`config.mk`:
```
export PLATFORM = sky130hd
export DESIGN_NAME = semver_string_validator_core
export DESIGN_NICKNAME = d
export VERILOG_FILES = /design/src/rtl/svv_pkg.sv /design/src/rtl/svv_engine.sv /design/src/rtl/semver_string_validator_core.sv
export SDC_FILE = /design/constraint.sdc
export NUM_CORES = 1
export LEC_CHECK = 0
export ABC_AREA = 1
export BUFFER_PORTS_ARGS = -buffer_cell sky130_fd_sc_hd__clkbuf_2
export CAP_MARGIN = 15
export CELL_PAD_IN_SITES_DETAIL_PLACEMENT = 1
export CELL_PAD_IN_SITES_GLOBAL_PLACEMENT = 1
export CORE_ASPECT_RATIO = 0.75
export CORE_MARGIN = 1.5
export CORE_UTILIZATION = 45
export DETAILED_ROUTE_END_ITERATION = 8
export PLACE_DENSITY_LB_ADDON = 0.1
export SYNTH_ARGS = -nofsm -noshare
export SYNTH_HDL_FRONTEND = slang
export SYNTH_SLANG_ARGS = --single-unit
```
`constraint.sdc`:
```
create_clock -name aclk -period 8 [get_ports aclk]
set_input_delay 1.2 -clock aclk [delete_from_list [all_inputs] [get_ports aclk]]
set_output_delay 1.2 -clock aclk [all_outputs]
set_load 0.01 [all_outputs]
```
`src/rtl/svv_pkg.sv`:
```
// ----------------------------------------------------------------------------
// svv_pkg
// Shared types and constants for the semantic version string checker.
// ----------------------------------------------------------------------------
package svv_pkg;

    localparam int unsigned COUNT_LIMIT_DEF = 255;
    localparam int unsigned NUM_W           = 64;
    localparam int unsigned CNT_W           = 8;
    localparam int unsigned CHAR_W          = 8;
    localparam int unsigned ERR_W           = 3;
    localparam int unsigned OUT_FIELDS_W    = ERR_W + 3 * NUM_W + 2 * CNT_W;
    localparam int unsigned OUT_TDATA_W     = ((OUT_FIELDS_W + 7) / 8) * 8;

    localparam logic [CHAR_W-1:0] CH_ZERO  = 8'h30;
    localparam logic [CHAR_W-1:0] CH_NINE  = 8'h39;
    localparam logic [CHAR_W-1:0] CH_LA    = 8'h61;
    localparam logic [CHAR_W-1:0] CH_LZ    = 8'h7a;
    localparam logic [CHAR_W-1:0] CH_UA    = 8'h41;
    localparam logic [CHAR_W-1:0] CH_UZ    = 8'h5a;
    localparam logic [CHAR_W-1:0] CH_DASH  = 8'h2d;
    localparam logic [CHAR_W-1:0] CH_DOT   = 8'h2e;
    localparam logic [CHAR_W-1:0] CH_PLUS  = 8'h2b;

    typedef enum logic [1:0] {
        SEC_CORE,
        SEC_PRE,
        SEC_BUILD
    } sec_t;

    typedef enum logic [ERR_W-1:0] {
        ERR_NONE,
        ERR_EMPTY,
        ERR_CORE,
        ERR_CORE_ZERO,
        ERR_OVERFLOW,
        ERR_EMPTY_ID,
        ERR_BAD_ID,
        ERR_PRE_ZERO
    } err_t;

    typedef struct packed {
        logic multi;
        logic first_zero;
        logic nondigit;
        logic invalid;
        logic nonempty;
    } id_flags_t;

    typedef struct packed {
        logic overflow;
        logic multi;
        logic first_zero;
        logic invalid;
        logic nonempty;
    } core_flags_t;

    typedef struct packed {
        logic [CNT_W-1:0] build_count;
        logic [CNT_W-1:0] prerelease_count;
        logic [NUM_W-1:0] patch_number;
        logic [NUM_W-1:0] minor_number;
        logic [NUM_W-1:0] major_number;
        err_t             error_code;
    } svv_result_t;

    function automatic logic is_digit(input logic [CHAR_W-1:0] c);
        return (c >= CH_ZERO) && (c <= CH_NINE);
    endfunction

    function automatic logic is_id_char(input logic [CHAR_W-1:0] c);
        return is_digit(c) || ((c >= CH_LA) && (c <= CH_LZ)) ||
               ((c >= CH_UA) && (c <= CH_UZ)) || (c == CH_DASH);
    endfunction

endpackage

```
`src/rtl/svv_engine.sv`:
```
// ----------------------------------------------------------------------------
// svv_engine
// Per-character parse state: section tracking, core number accumulation,
// identifier checks and the end-of-string verdict.
// ----------------------------------------------------------------------------
module svv_engine
    import svv_pkg::*;
#(
    parameter int unsigned COUNT_LIMIT = COUNT_LIMIT_DEF
) (
    input  logic              aclk,
    input  logic              aresetn,
    input  logic              step,
    input  logic [CHAR_W-1:0] char_byte,
    input  logic              has_char,
    input  logic              last,
    output svv_result_t       result
);

    localparam logic [CNT_W-1:0] CAP =
        CNT_W'((COUNT_LIMIT < 255) ? COUNT_LIMIT : 255);

    sec_t             sec_reg,   sec_next;
    logic             any_reg,   any_next;
    logic [1:0]       dot_reg,   dot_next;
    logic [NUM_W-1:0] val_reg    [3];
    logic [NUM_W-1:0] val_next   [3];
    core_flags_t      cfl_reg    [3];
    core_flags_t      cfl_next   [3];
    id_flags_t        ifl_reg,   ifl_next;
    err_t             perr_reg,  perr_next;
    err_t             berr_reg,  berr_next;
    logic             plus_reg,  plus_next;
    logic [CNT_W-1:0] cnt_reg    [2];
    logic [CNT_W-1:0] cnt_next   [2];

    function automatic logic [CNT_W-1:0] sat_inc(input logic [CNT_W-1:0] x);
        return (x < CAP) ? x + CNT_W'(1) : x;
    endfunction

    function automatic err_t id_error(input id_flags_t fl, input logic is_pre);
        if (!fl.nonempty) return ERR_EMPTY_ID;
        if (fl.invalid) return ERR_BAD_ID;
        if (is_pre && !fl.nondigit && fl.first_zero && fl.multi) return ERR_PRE_ZERO;
        return ERR_NONE;
    endfunction

    function automatic id_flags_t id_char(input id_flags_t fl, input logic [CHAR_W-1:0] c);
        id_flags_t r;
        r = fl;
        if (r.nonempty) r.multi = 1'b1;
        else if (c == CH_ZERO) r.first_zero = 1'b1;
        r.nonempty = 1'b1;
        if (!is_id_char(c)) r.invalid = 1'b1;
        if (!is_digit(c)) r.nondigit = 1'b1;
        return r;
    endfunction

    always_comb begin
        core_flags_t      fl;
        logic [1:0]       f;
        logic [NUM_W+3:0] prod;
        err_t             err;
        logic             done;
        err_t             pe;
        err_t             be;
        logic [CNT_W-1:0] c0;
        logic [CNT_W-1:0] c1;

        sec_next  = sec_reg;
        any_next  = any_reg;
        dot_next  = dot_reg;
        val_next  = val_reg;
        cfl_next  = cfl_reg;
        ifl_next  = ifl_reg;
        perr_next = perr_reg;
        berr_next = berr_reg;
        plus_next = plus_reg;
        cnt_next  = cnt_reg;
        f         = dot_reg;
        fl        = cfl_reg[0];
        prod      = '0;
        err       = ERR_NONE;
        done      = 1'b0;

        if (has_char) begin
            any_next = 1'b1;
            case (sec_reg)
                SEC_CORE: begin
                    if (char_byte == CH_DOT) begin
                        if (dot_reg != 2'd3) dot_next = dot_reg + 2'd1;
                    end else if (char_byte == CH_DASH) begin
                        sec_next = SEC_PRE;
                        ifl_next = '0;
                    end else if (char_byte == CH_PLUS) begin
                        sec_next = SEC_BUILD;
                        ifl_next = '0;
                    end else if (dot_reg != 2'd3) begin
                        fl = cfl_reg[f];
                        if (fl.nonempty) fl.multi = 1'b1;
                        else if (char_byte == CH_ZERO) fl.first_zero = 1'b1;
                        fl.nonempty = 1'b1;
                        if (!is_digit(char_byte)) begin
                            fl.invalid = 1'b1;
                        end else if (!fl.overflow) begin
                            prod = ({4'b0, val_reg[f]} << 3) + ({4'b0, val_reg[f]} << 1)
                                 + {{NUM_W{1'b0}}, 4'(char_byte - CH_ZERO)};
                            if (|prod[NUM_W+3:NUM_W]) fl.overflow = 1'b1;
                            else val_next[f] = prod[NUM_W-1:0];
                        end
                        cfl_next[f] = fl;
                    end
                end
                SEC_PRE: begin
                    if ((char_byte == CH_DOT) || (char_byte == CH_PLUS)) begin
                        if (perr_reg == ERR_NONE) perr_next = id_error(ifl_reg, 1'b1);
                        cnt_next[0] = sat_inc(cnt_reg[0]);
                        ifl_next    = '0;
                        if (char_byte == CH_PLUS) sec_next = SEC_BUILD;
                    end else begin
                        ifl_next = id_char(ifl_reg, char_byte);
                    end
                end
                default: begin
                    if (char_byte == CH_DOT) begin
                        if (berr_reg == ERR_NONE) berr_next = id_error(ifl_reg, 1'b0);
                        cnt_next[1] = sat_inc(cnt_reg[1]);
                        ifl_next    = '0;
                    end else if (char_byte == CH_PLUS) begin
                        plus_next = 1'b1;
                    end else begin
                        ifl_next = id_char(ifl_reg, char_byte);
                    end
                end
            endcase
        end

        // end of string: close the open identifier and pick the verdict
        pe = perr_next;
        be = berr_next;
        c0 = cnt_next[0];
        c1 = cnt_next[1];
        if (sec_next == SEC_PRE) begin
            if (pe == ERR_NONE) pe = id_error(ifl_next, 1'b1);
            c0 = sat_inc(c0);
        end else if (sec_next == SEC_BUILD) begin
            if (be == ERR_NONE) be = id_error(ifl_next, 1'b0);
            c1 = sat_inc(c1);
        end

        if (!any_next) begin
            err = ERR_EMPTY;
        end else if (plus_next) begin
            err = ERR_BAD_ID;
        end else if (be != ERR_NONE) begin
            err = be;
        end else if (pe != ERR_NONE) begin
            err = pe;
        end else if (dot_next != 2'd2) begin
            err = ERR_CORE;
        end else begin
            for (int i = 0; i < 3; i++) begin
                if (!done) begin
                    if (!cfl_next[i].nonempty || cfl_next[i].invalid) begin
                        err  = ERR_CORE;
                        done = 1'b1;
                    end else if (cfl_next[i].first_zero && cfl_next[i].multi) begin
                        err  = ERR_CORE_ZERO;
                        done = 1'b1;
                    end else if (cfl_next[i].overflow) begin
                        err  = ERR_OVERFLOW;
                        done = 1'b1;
                    end
                end
            end
        end

        result.error_code = err;
        if (err == ERR_NONE) begin
            result.major_number     = val_next[0];
            result.minor_number     = val_next[1];
            result.patch_number     = val_next[2];
            result.prerelease_count = c0;
            result.build_count      = c1;
        end else begin
            result.major_number     = '0;
            result.minor_number     = '0;
            result.patch_number     = '0;
            result.prerelease_count = '0;
            result.build_count      = '0;
        end
    end

    always_ff @(posedge aclk) begin
        if (!aresetn || (step && last)) begin
            sec_reg  <= SEC_CORE;
            any_reg  <= 1'b0;
            dot_reg  <= '0;
            val_reg  <= '{default: '0};
            cfl_reg  <= '{default: '0};
            ifl_reg  <= '0;
            perr_reg <= ERR_NONE;
            berr_reg <= ERR_NONE;
            plus_reg <= 1'b0;
            cnt_reg  <= '{default: '0};
        end else if (step) begin
            sec_reg  <= sec_next;
            any_reg  <= any_next;
            dot_reg  <= dot_next;
            val_reg  <= val_next;
            cfl_reg  <= cfl_next;
            ifl_reg  <= ifl_next;
            perr_reg <= perr_next;
            berr_reg <= berr_next;
            plus_reg <= plus_next;
            cnt_reg  <= cnt_next;
        end
    end

endmodule

```
`src/rtl/semver_string_validator_core.sv`:
```
// ----------------------------------------------------------------------------
// semver_string_validator_core
// Checks a semantic version string streamed one character per request.
// ----------------------------------------------------------------------------
// One character request is taken every cycle unless the input side stalls. Each
// request is captured in an input register, runs through the parse logic (one
// multiply-by-ten and add on the active core number) and, on tlast, the
// verdict is written into the output register. The input side stalls only
// when a tlast request finds the output register still holding a verdict that
// has not been taken.
module semver_string_validator_core
    import svv_pkg::*;
#(
    parameter int unsigned COUNT_LIMIT = COUNT_LIMIT_DEF
) (
    input  logic                   aclk,
    input  logic                   aresetn,
    input  logic                   s_tvalid,
    output logic                   s_tready,
    input  logic [7:0]             s_tdata,  // char_byte
    input  logic                   s_tuser,  // has_char
    input  logic                   s_tlast,
    output logic                   m_tvalid,
    input  logic                   m_tready,
    // error_code[2:0], major_number[66:3], minor_number[130:67],
    // patch_number[194:131], prerelease_count[202:195], build_count[210:203]
    output logic [OUT_TDATA_W-1:0] m_tdata
);

    logic              in_valid_reg;
    logic [CHAR_W-1:0] in_char_reg;
    logic              in_has_reg;
    logic              in_last_reg;
    logic              advance;
    svv_result_t       res;
    logic              out_valid_reg, out_valid_next;
    svv_result_t       out_res_reg;

    assign advance  = in_valid_reg && (!in_last_reg || !out_valid_reg || m_tready);
    assign s_tready = !in_valid_reg || advance;

    always_ff @(posedge aclk) begin
        if (!aresetn) begin
            in_valid_reg <= 1'b0;
        end else if (s_tready) begin
            in_valid_reg <= s_tvalid;
        end
    end

    always_ff @(posedge aclk) begin
        if (s_tready && s_tvalid) begin
            in_char_reg <= s_tdata;
            in_has_reg  <= s_tuser;
            in_last_reg <= s_tlast;
        end
    end

    svv_engine #(
        .COUNT_LIMIT(COUNT_LIMIT)
    ) u_engine (
        .aclk      (aclk),
        .aresetn   (aresetn),
        .step      (advance),
        .char_byte (in_char_reg),
        .has_char  (in_has_reg),
        .last      (in_last_reg),
        .result    (res)
    );

    always_comb begin
        out_valid_next = out_valid_reg;
        if (advance && in_last_reg) out_valid_next = 1'b1;
        else if (m_tready) out_valid_next = 1'b0;
    end

    always_ff @(posedge aclk) begin
        if (!aresetn) begin
            out_valid_reg <= 1'b0;
        end else begin
            out_valid_reg <= out_valid_next;
        end
    end

    always_ff @(posedge aclk) begin
        if (advance && in_last_reg) begin
            out_res_reg <= res;
        end
    end

    assign m_tvalid = out_valid_reg;
    assign m_tdata  = {{(OUT_TDATA_W - OUT_FIELDS_W){1'b0}}, out_res_reg};

endmodule

```
==> results of run 1 <==
## worst register-to-register path, delay by kind of cell (launching register included)
family / cells / cell delay, ns
adder cells (fa/ha/maj): 2 / 0.63
AO/OA/AOI/OAI: 2 / 0.47
flip-flops: 1 / 0.40
AND/OR/NAND/NOR: 25 / 3.09
buffers and inverters: 6 / 1.69
## cells in the final DEF, fill, tap and decap left out, types with 7 or more instances in the layout
master	netlist	layout
dfxtp_1	242	242
edfxtp_1	221	221
nor2_2	22	21
ha_1	131	131
clkinv_1	3	11
nor3_1	30	30
inv_2	37	38
buf_4	7	26
o21bai_1	12	12
a21oi_1	191	191
xor2_1	34	34
a22oi_1	50	50
xnor2_1	42	42
o211ai_1	131	131
nand2_2	20	21
clkbuf_16	0	51
nor2_1	245	244
o221ai_1	8	8
nand2_1	746	744
a21boi_0	7	7
nor2_4	104	106
o21ai_1	20	20
clkbuf_2	1	226
clkbuf_1	104	9
nand3_1	59	59
o21ai_0	345	345
a31oi_1	16	16
mux2i_1	19	19
inv_1	576	573
## metrics by stage
step	instances	util, %	setup slack, ns	area, sq um
2_1_floorplan	3550	-	1.77	27900
3_3_place_gp	4445	48.5	1.72	29500
3_5_place_dp	4445	48.5	1.52	29500
4_1_cts	4536	51.2	1.50	31100
5_1_grt	4536	51.2	1.10	31100
6_report	4536	51.2	1.47	31100
## worst max path at each step
| stage | from | end | slack, ns | depth (start not counted) |
|---|---|---|---|---|
| global route | u_engine.dot_reg[1] | m_tdata[36] | 1.10 | 38 |
| global placement | u_engine.dot_reg[1] | m_tdata[35] | 1.72 | 35 |
| detailed placement | u_engine.dot_reg[1] | m_tdata[37] | 1.52 | 35 |
| CTS | u_engine.dot_reg[1] | m_tdata[37] | 1.50 | 35 |
| finish | u_engine.dot_reg[1] | m_tdata[37] | 1.47 | 35 |
| floorplan | m_tready | m_tdata[0] | 1.77 | 6 |
## kinds of logic (layout without fill, tap and decap cells)
group / Yosys count / in the layout / share of synthesized area (%)
and+or+nand+nor: 1261 / 1261 / 21.2
AOI/OAI and AO/OA: 815 / 815 / 17.1
buffers and inverters: 778 / 964 / 11.4
DFF: 463 / 463 / 41.2
adders and majority gates: 133 / 133 / 6.03
xor gates and xnor gates: 76 / 76 / 2.39
muxes: 19 / 19 / 0.683
other: 1 / 5 / 0.0135
## final cells by class
cell class | instances | area [sq um] | area share (%)
well taps | 800 | 1000 | 3.22
multi-input cells | 2309 | 13200 | 42.6
repair buffers | 256 | 1410 | 4.52
flip-flops and latches | 463 | 11500 | 36.9
inverters | 617 | 2340 | 7.51
clock inverters | 25 | 256 | 0.824
clock buffers | 66 | 1390 | 4.48
## metal layers
metal | vias to the layer above | global-route usage, %
li1 | 11800 | -
met1 | 12000 | 38.0
met2 | 534 | 43.7
met3 | 120 | 4.35
met4 | 0 | 6.44
met5 | - | 0
## power by group
part | total [uW] | switching [uW] | internal [uW] | leakage [uW]
registers | 2640 | 62.4 | 2580 | 0.00420
logic | 910 | 647 | 264 | 0.00942
clock network | 2390 | 1010 | 1380 | 0.000808
total | 5940 | 1720 | 4230 | 0.0144
==> flow_summary.json, run 1 <==
{
  "post-route-period-util_pct": 81.6,
  "ios": 232,
  "n_fill_cell": 7532,
  "ys_top_cells_by_count": "nand2_1, inv_1, o21ai_0",
  "worstPathRequired_ns": 8.34,
  "vias": 24500,
  "maxSlewHeadroom_pct": 27.4,
  "crit_path_start_kind": "flip-flop",
  "ys_ff_latch": 463,
  "finalPower_uw": 5940,
  "clock_latency_ns": 0.61,
  "finalWirelength_microns": 86500,
  "postCtsSetupRepairBufs": 0,
  "power_density_mw_per_mm2": 191,
  "crit_path_frequent_cell": "nand2_1",
  "status": "completed",
  "synth.yosys.warnings": 0,
  "rr_worst_depth": 35,
  "max_freq_ghz": 0.153,
  "drive_gt1_share_pct": 14.7,
  "drv_slew": 0,
  "ctsResizeCount": 0,
  "drc": 0,
  "cts.path.max_buffers": 3,
  "finalCriticalPeriod_ns": 6.53,
  "grt.overflow.total": 0,
  "hp-class": "flip-flop to flip-flop",
  "worstSetupPathType": "flip-flop to flip-flop",
  "dieArea_sq_mm": 0.0634,
  "ir_drop_uv": 136,
  "ctsHoldBuffers": 0,
  "reg2reg_to": "m_tdata[37]",
  "wl_per_cell_microns": 19.1,
  "r2r_slack_ns": 1.47,
  "viasPerCell": 5.40,
  "drt_iter0_drc": 1781,
  "critical_path.top_delay_family": "simple AND/OR/NAND/NOR gates",
  "grt_max_degree": 177,
  "rsz0062_at_grt": "no",
  "syn_area_sq_mm": 0.0279,
  "area_growth_syn_to_layout_pct": 11.7,
  "cp.arrival_ns": 6.87,
  "wl_met3_microns": 4470,
  "setup_tns_ns": 0,
  "async_flop_share_pct": 0,
  "synth_cell_types": 66,
  "met1Wirelength_microns": 41800,
  "cts_tree": "yes",
  "synth_top_area_share_pct": 23.8,
  "setup_viol": 0,
  "grt_pass1_wl_microns": 138000,
  "rows": 78,
  "ys.flop_type": "dfxtp_1",
  "crit_path_max_fanout": 36,
  "whs_ns": 0.481,
  "antennaDiodeCount": 0,
  "die_y_microns": 218,
  "clock-sinks": 463,
  "hpwl_microns": 62700,
  "top_layer": "met4",
  "grt_pass1_vias": 25100,
  "grt_usage_pct": 27.1,
  "cts_buffers": 49,
  "dr_wl_met2_microns": 38700,
  "crit_buf_inv": 6,
  "initial_core_util_pct": 45.8,
  "reg2reg_from": "u_engine.dot_reg[1]",
  "max_slew.worst_pin.slew_ns": 1.09,
  "fin_nets": 3843,
  "hold_depth": 1,
  "hp-start": "u_engine.any_reg",
  "leakage_uw": 0.0144,
  "ant_nets": 0,
  "numPortBuffers": 226,
  "clkTransAtPathRegs_ns": 0.06,
  "ys_seq_area_share_pct": 41.2,
  "yosysTopAreaCell": "edfxtp_1",
  "crit_path_end_kind": "flip-flop",
  "maxCapViolations": 0,
  "die_x_microns": 290,
  "cts_root_buffer": "clkbuf_16",
  "hold_viol": 0,
  "grt_antenna_before_repair": 0,
  "synth_most_common_cell": "nand2_1",
  "largest_register_ffs": 211,
  "synth_area_leaders": "edfxtp_1, dfxtp_1, nand2_1, inv_1, o21ai_0",
  "fin_skew_ns": 0.0189,
  "place_congestion": 0.915,
  "h-tree-depth": 2,
  "crit_slowest_cell": "nor2_4",
  "syn_area_per_cell_sq_um": 7.86,
  "synth-edff-count": 221,
  "dr.pass1.iters": 8,
  "cp_slowest_stage_delay_ns": 0.54,
  "core_region_area_sq_mm": 0.0608,
  "holdPathEnd": "u_engine.any_reg",
  "synthCells": 3546
}
Power figures use the tool's default switching activity.
==> run 2: changes to the inputs <==
==> constraint.sdc (replaced) <==
create_clock -name aclk -period 6.6 [get_ports aclk]
set_input_delay 0.99 -clock aclk [delete_from_list [all_inputs] [get_ports aclk]]
set_output_delay 0.99 -clock aclk [all_outputs]
set_load 0.01 [all_outputs]
==> run 2 against run 1 <==
Compared with the run above:
- count of clock-buffer cells in the layout up 6
- clock power up 22%
- via count up 0.40%
- largest power group unchanged
- highest routed layer is now met5
- core utilization up 0.52 points
- die area unchanged
- non-clock buffer count up 19
- sequential share of layout area down 0.37 points
==> flow_summary.json, run 2 (synthesized netlist as in run 1, its figures left out) <==
{
  "h-tree-depth": 2,
  "post-route-period-util_pct": 87.2,
  "dieArea_sq_mm": 0.0634,
  "die_y_microns": 218,
  "hpwl_microns": 63000,
  "fin_skew_ns": 0.0240,
  "ctsHoldBuffers": 0,
  "grt_pass1_vias": 25000,
  "ir_drop_uv": 161,
  "drv_slew": 0,
  "crit_path_max_fanout": 21,
  "crit_slowest_cell": "o221ai_1",
  "final_common_cell": "nand2_1",
  "final_core_util_pct": 51.7,
  "clock-sinks": 463,
  "drt_iter0_drc": 1621,
  "crit_path_end_kind": "flip-flop",
  "p_int_uw": 5150,
  "ant_nets": 0,
  "wl_per_cell_microns": 19.1,
  "setup_tns_ns": 0,
  "vias": 24600,
  "crit_path_frequent_cell": "nand2_1",
  "p_sw_share_pct": 29.1,
  "die_x_microns": 290,
  "whs_ns": 0.466,
  "max_slew.worst_pin.slew_ns": 1.05,
  "area_growth_syn_to_layout_pct": 12.8,
  "hp-class": "flip-flop to flip-flop",
  "grt_max_degree": 165,
  "clkPwrFrac_pct": 40.2,
  "maxSlewHeadroom_pct": 29.6,
  "ctsResizeCount": 0,
  "drive_gt1_share_pct": 15.3,
  "grt_pass1_wl_microns": 138000,
  "fin_nets": 3863,
  "viasPerCell": 5.39,
  "finalWirelength_microns": 86900,
  "rsz0062_at_grt": "no",
  "seqPwrFrac_pct": 44.2,
  "hold_viol": 0,
  "worstSetupPathType": "flip-flop to flip-flop",
  "drc": 0,
  "cp_slowest_stage_delay_ns": 0.46,
  "final_area_sq_mm": 0.0314,
  "rows": 78,
  "grt_usage_pct": 27.1,
  "finalPower_uw": 7260,
  "leakage_uw": 0.0146,
  "dr.pass1.iters": 5,
  "maxCapViolations": 0,
  "place_congestion": 0.936,
  "final_cell_mix": "nand2_1, inv_1, o21ai_0",
  "cts.path.max_buffers": 3,
  "antennaDiodeCount": 0,
  "grt_antenna_before_repair": 2,
  "numPortBuffers": 226,
  "status": "completed",
  "cts_buffers": 50,
  "power.switching_uw": 2110,
  "cts_root_buffer": "clkbuf_16",
  "placed_area_sq_mm": 0.0297,
  "crit_path_start_kind": "flip-flop",
  "setup_viol": 0,
  "initial_core_util_pct": 45.8,
  "postCtsSetupRepairBufs": 0,
  "ios": 232,
  "grt.overflow.total": 0,
  "finalCriticalPeriod_ns": 5.76,
  "cts_tree": "yes",
  "max_freq_ghz": 0.174,
  "largest_register_ffs": 211,
  "p_comb_share_pct": 15.6,
  "worstPathRequired_ns": 6.94,
  "power_density_mw_per_mm2": 231,
  "core_region_area_sq_mm": 0.0608,
  "cp.arrival_ns": 6.09,
  "clock_latency_ns": 0.60,
  "clkTransAtPathRegs_ns": 0.07
}
## run 2: cell type report
type                       instances  area (sq um)
clock buffer                      72          1510
timing repair buffer             275          1690
fill                            7490         29400
clock inverter                    22           176
inverter                         617          2340
tap                              800          1000
sequential                       463         11500
multi-input combinational       2309         13200
## run 2: path summary, 6_finish.rpt
| check | start | to | slack (ns) | depth (start not counted) |
|---|---|---|---|---|
| worst max-delay path | u_engine.dot_reg[0] | m_tdata[99] | 0.84 | 34 |
| worst min-delay path | u_engine.any_reg | u_engine.any_reg | 0.47 | 1 |
| worst max register to register | u_engine.dot_reg[0] | m_tdata[99] | 0.84 | 34 |
| worst min register to register | u_engine.any_reg | u_engine.any_reg | 0.47 | 1 |
## run 2: routing by layer
| metal | routed length [microns] | part of all wire (%) | track usage, % |
|---|---|---|---|
| met5 | 13 | 0.015 | 0 |
| met4 | 1280 | 1.5 | 5.30 |
| met3 | 4340 | 5.0 | 3.53 |
| met2 | 38500 | 44 | 42.9 |
| met1 | 42700 | 49 | 39.5 |
## run 2: power by group through the flow
stage	sequential (uW)	combinational, uW	clock (uW)
after floorplan	3260	801	0
after global placement	3260	1080	0
after detailed placement	3270	1130	0
after CTS	3210	1140	2970
after global routing	3220	1260	3080
final	3210	1130	2920
## run 2: critical path, delay by kind of cell, from the launching register on
kind / cells / cell delay [ns]
AND/OR/NAND/NOR: 28 / 3.07
buffers and inverters: 3 / 0.83
adder cells (fa/ha/maj): 2 / 0.68
AO/OA/AOI/OAI: 1 / 0.46
flip-flops: 1 / 0.40
## run 2: stage by stage
step / setup WS, ns / std cells
detailed placement: 0.851 / 4464
floorplan: 0.579 / 3550
CTS: 0.818 / 4558
global placement: 1.03 / 4464
finish: 0.843 / 4558
global route: 0.399 / 4558
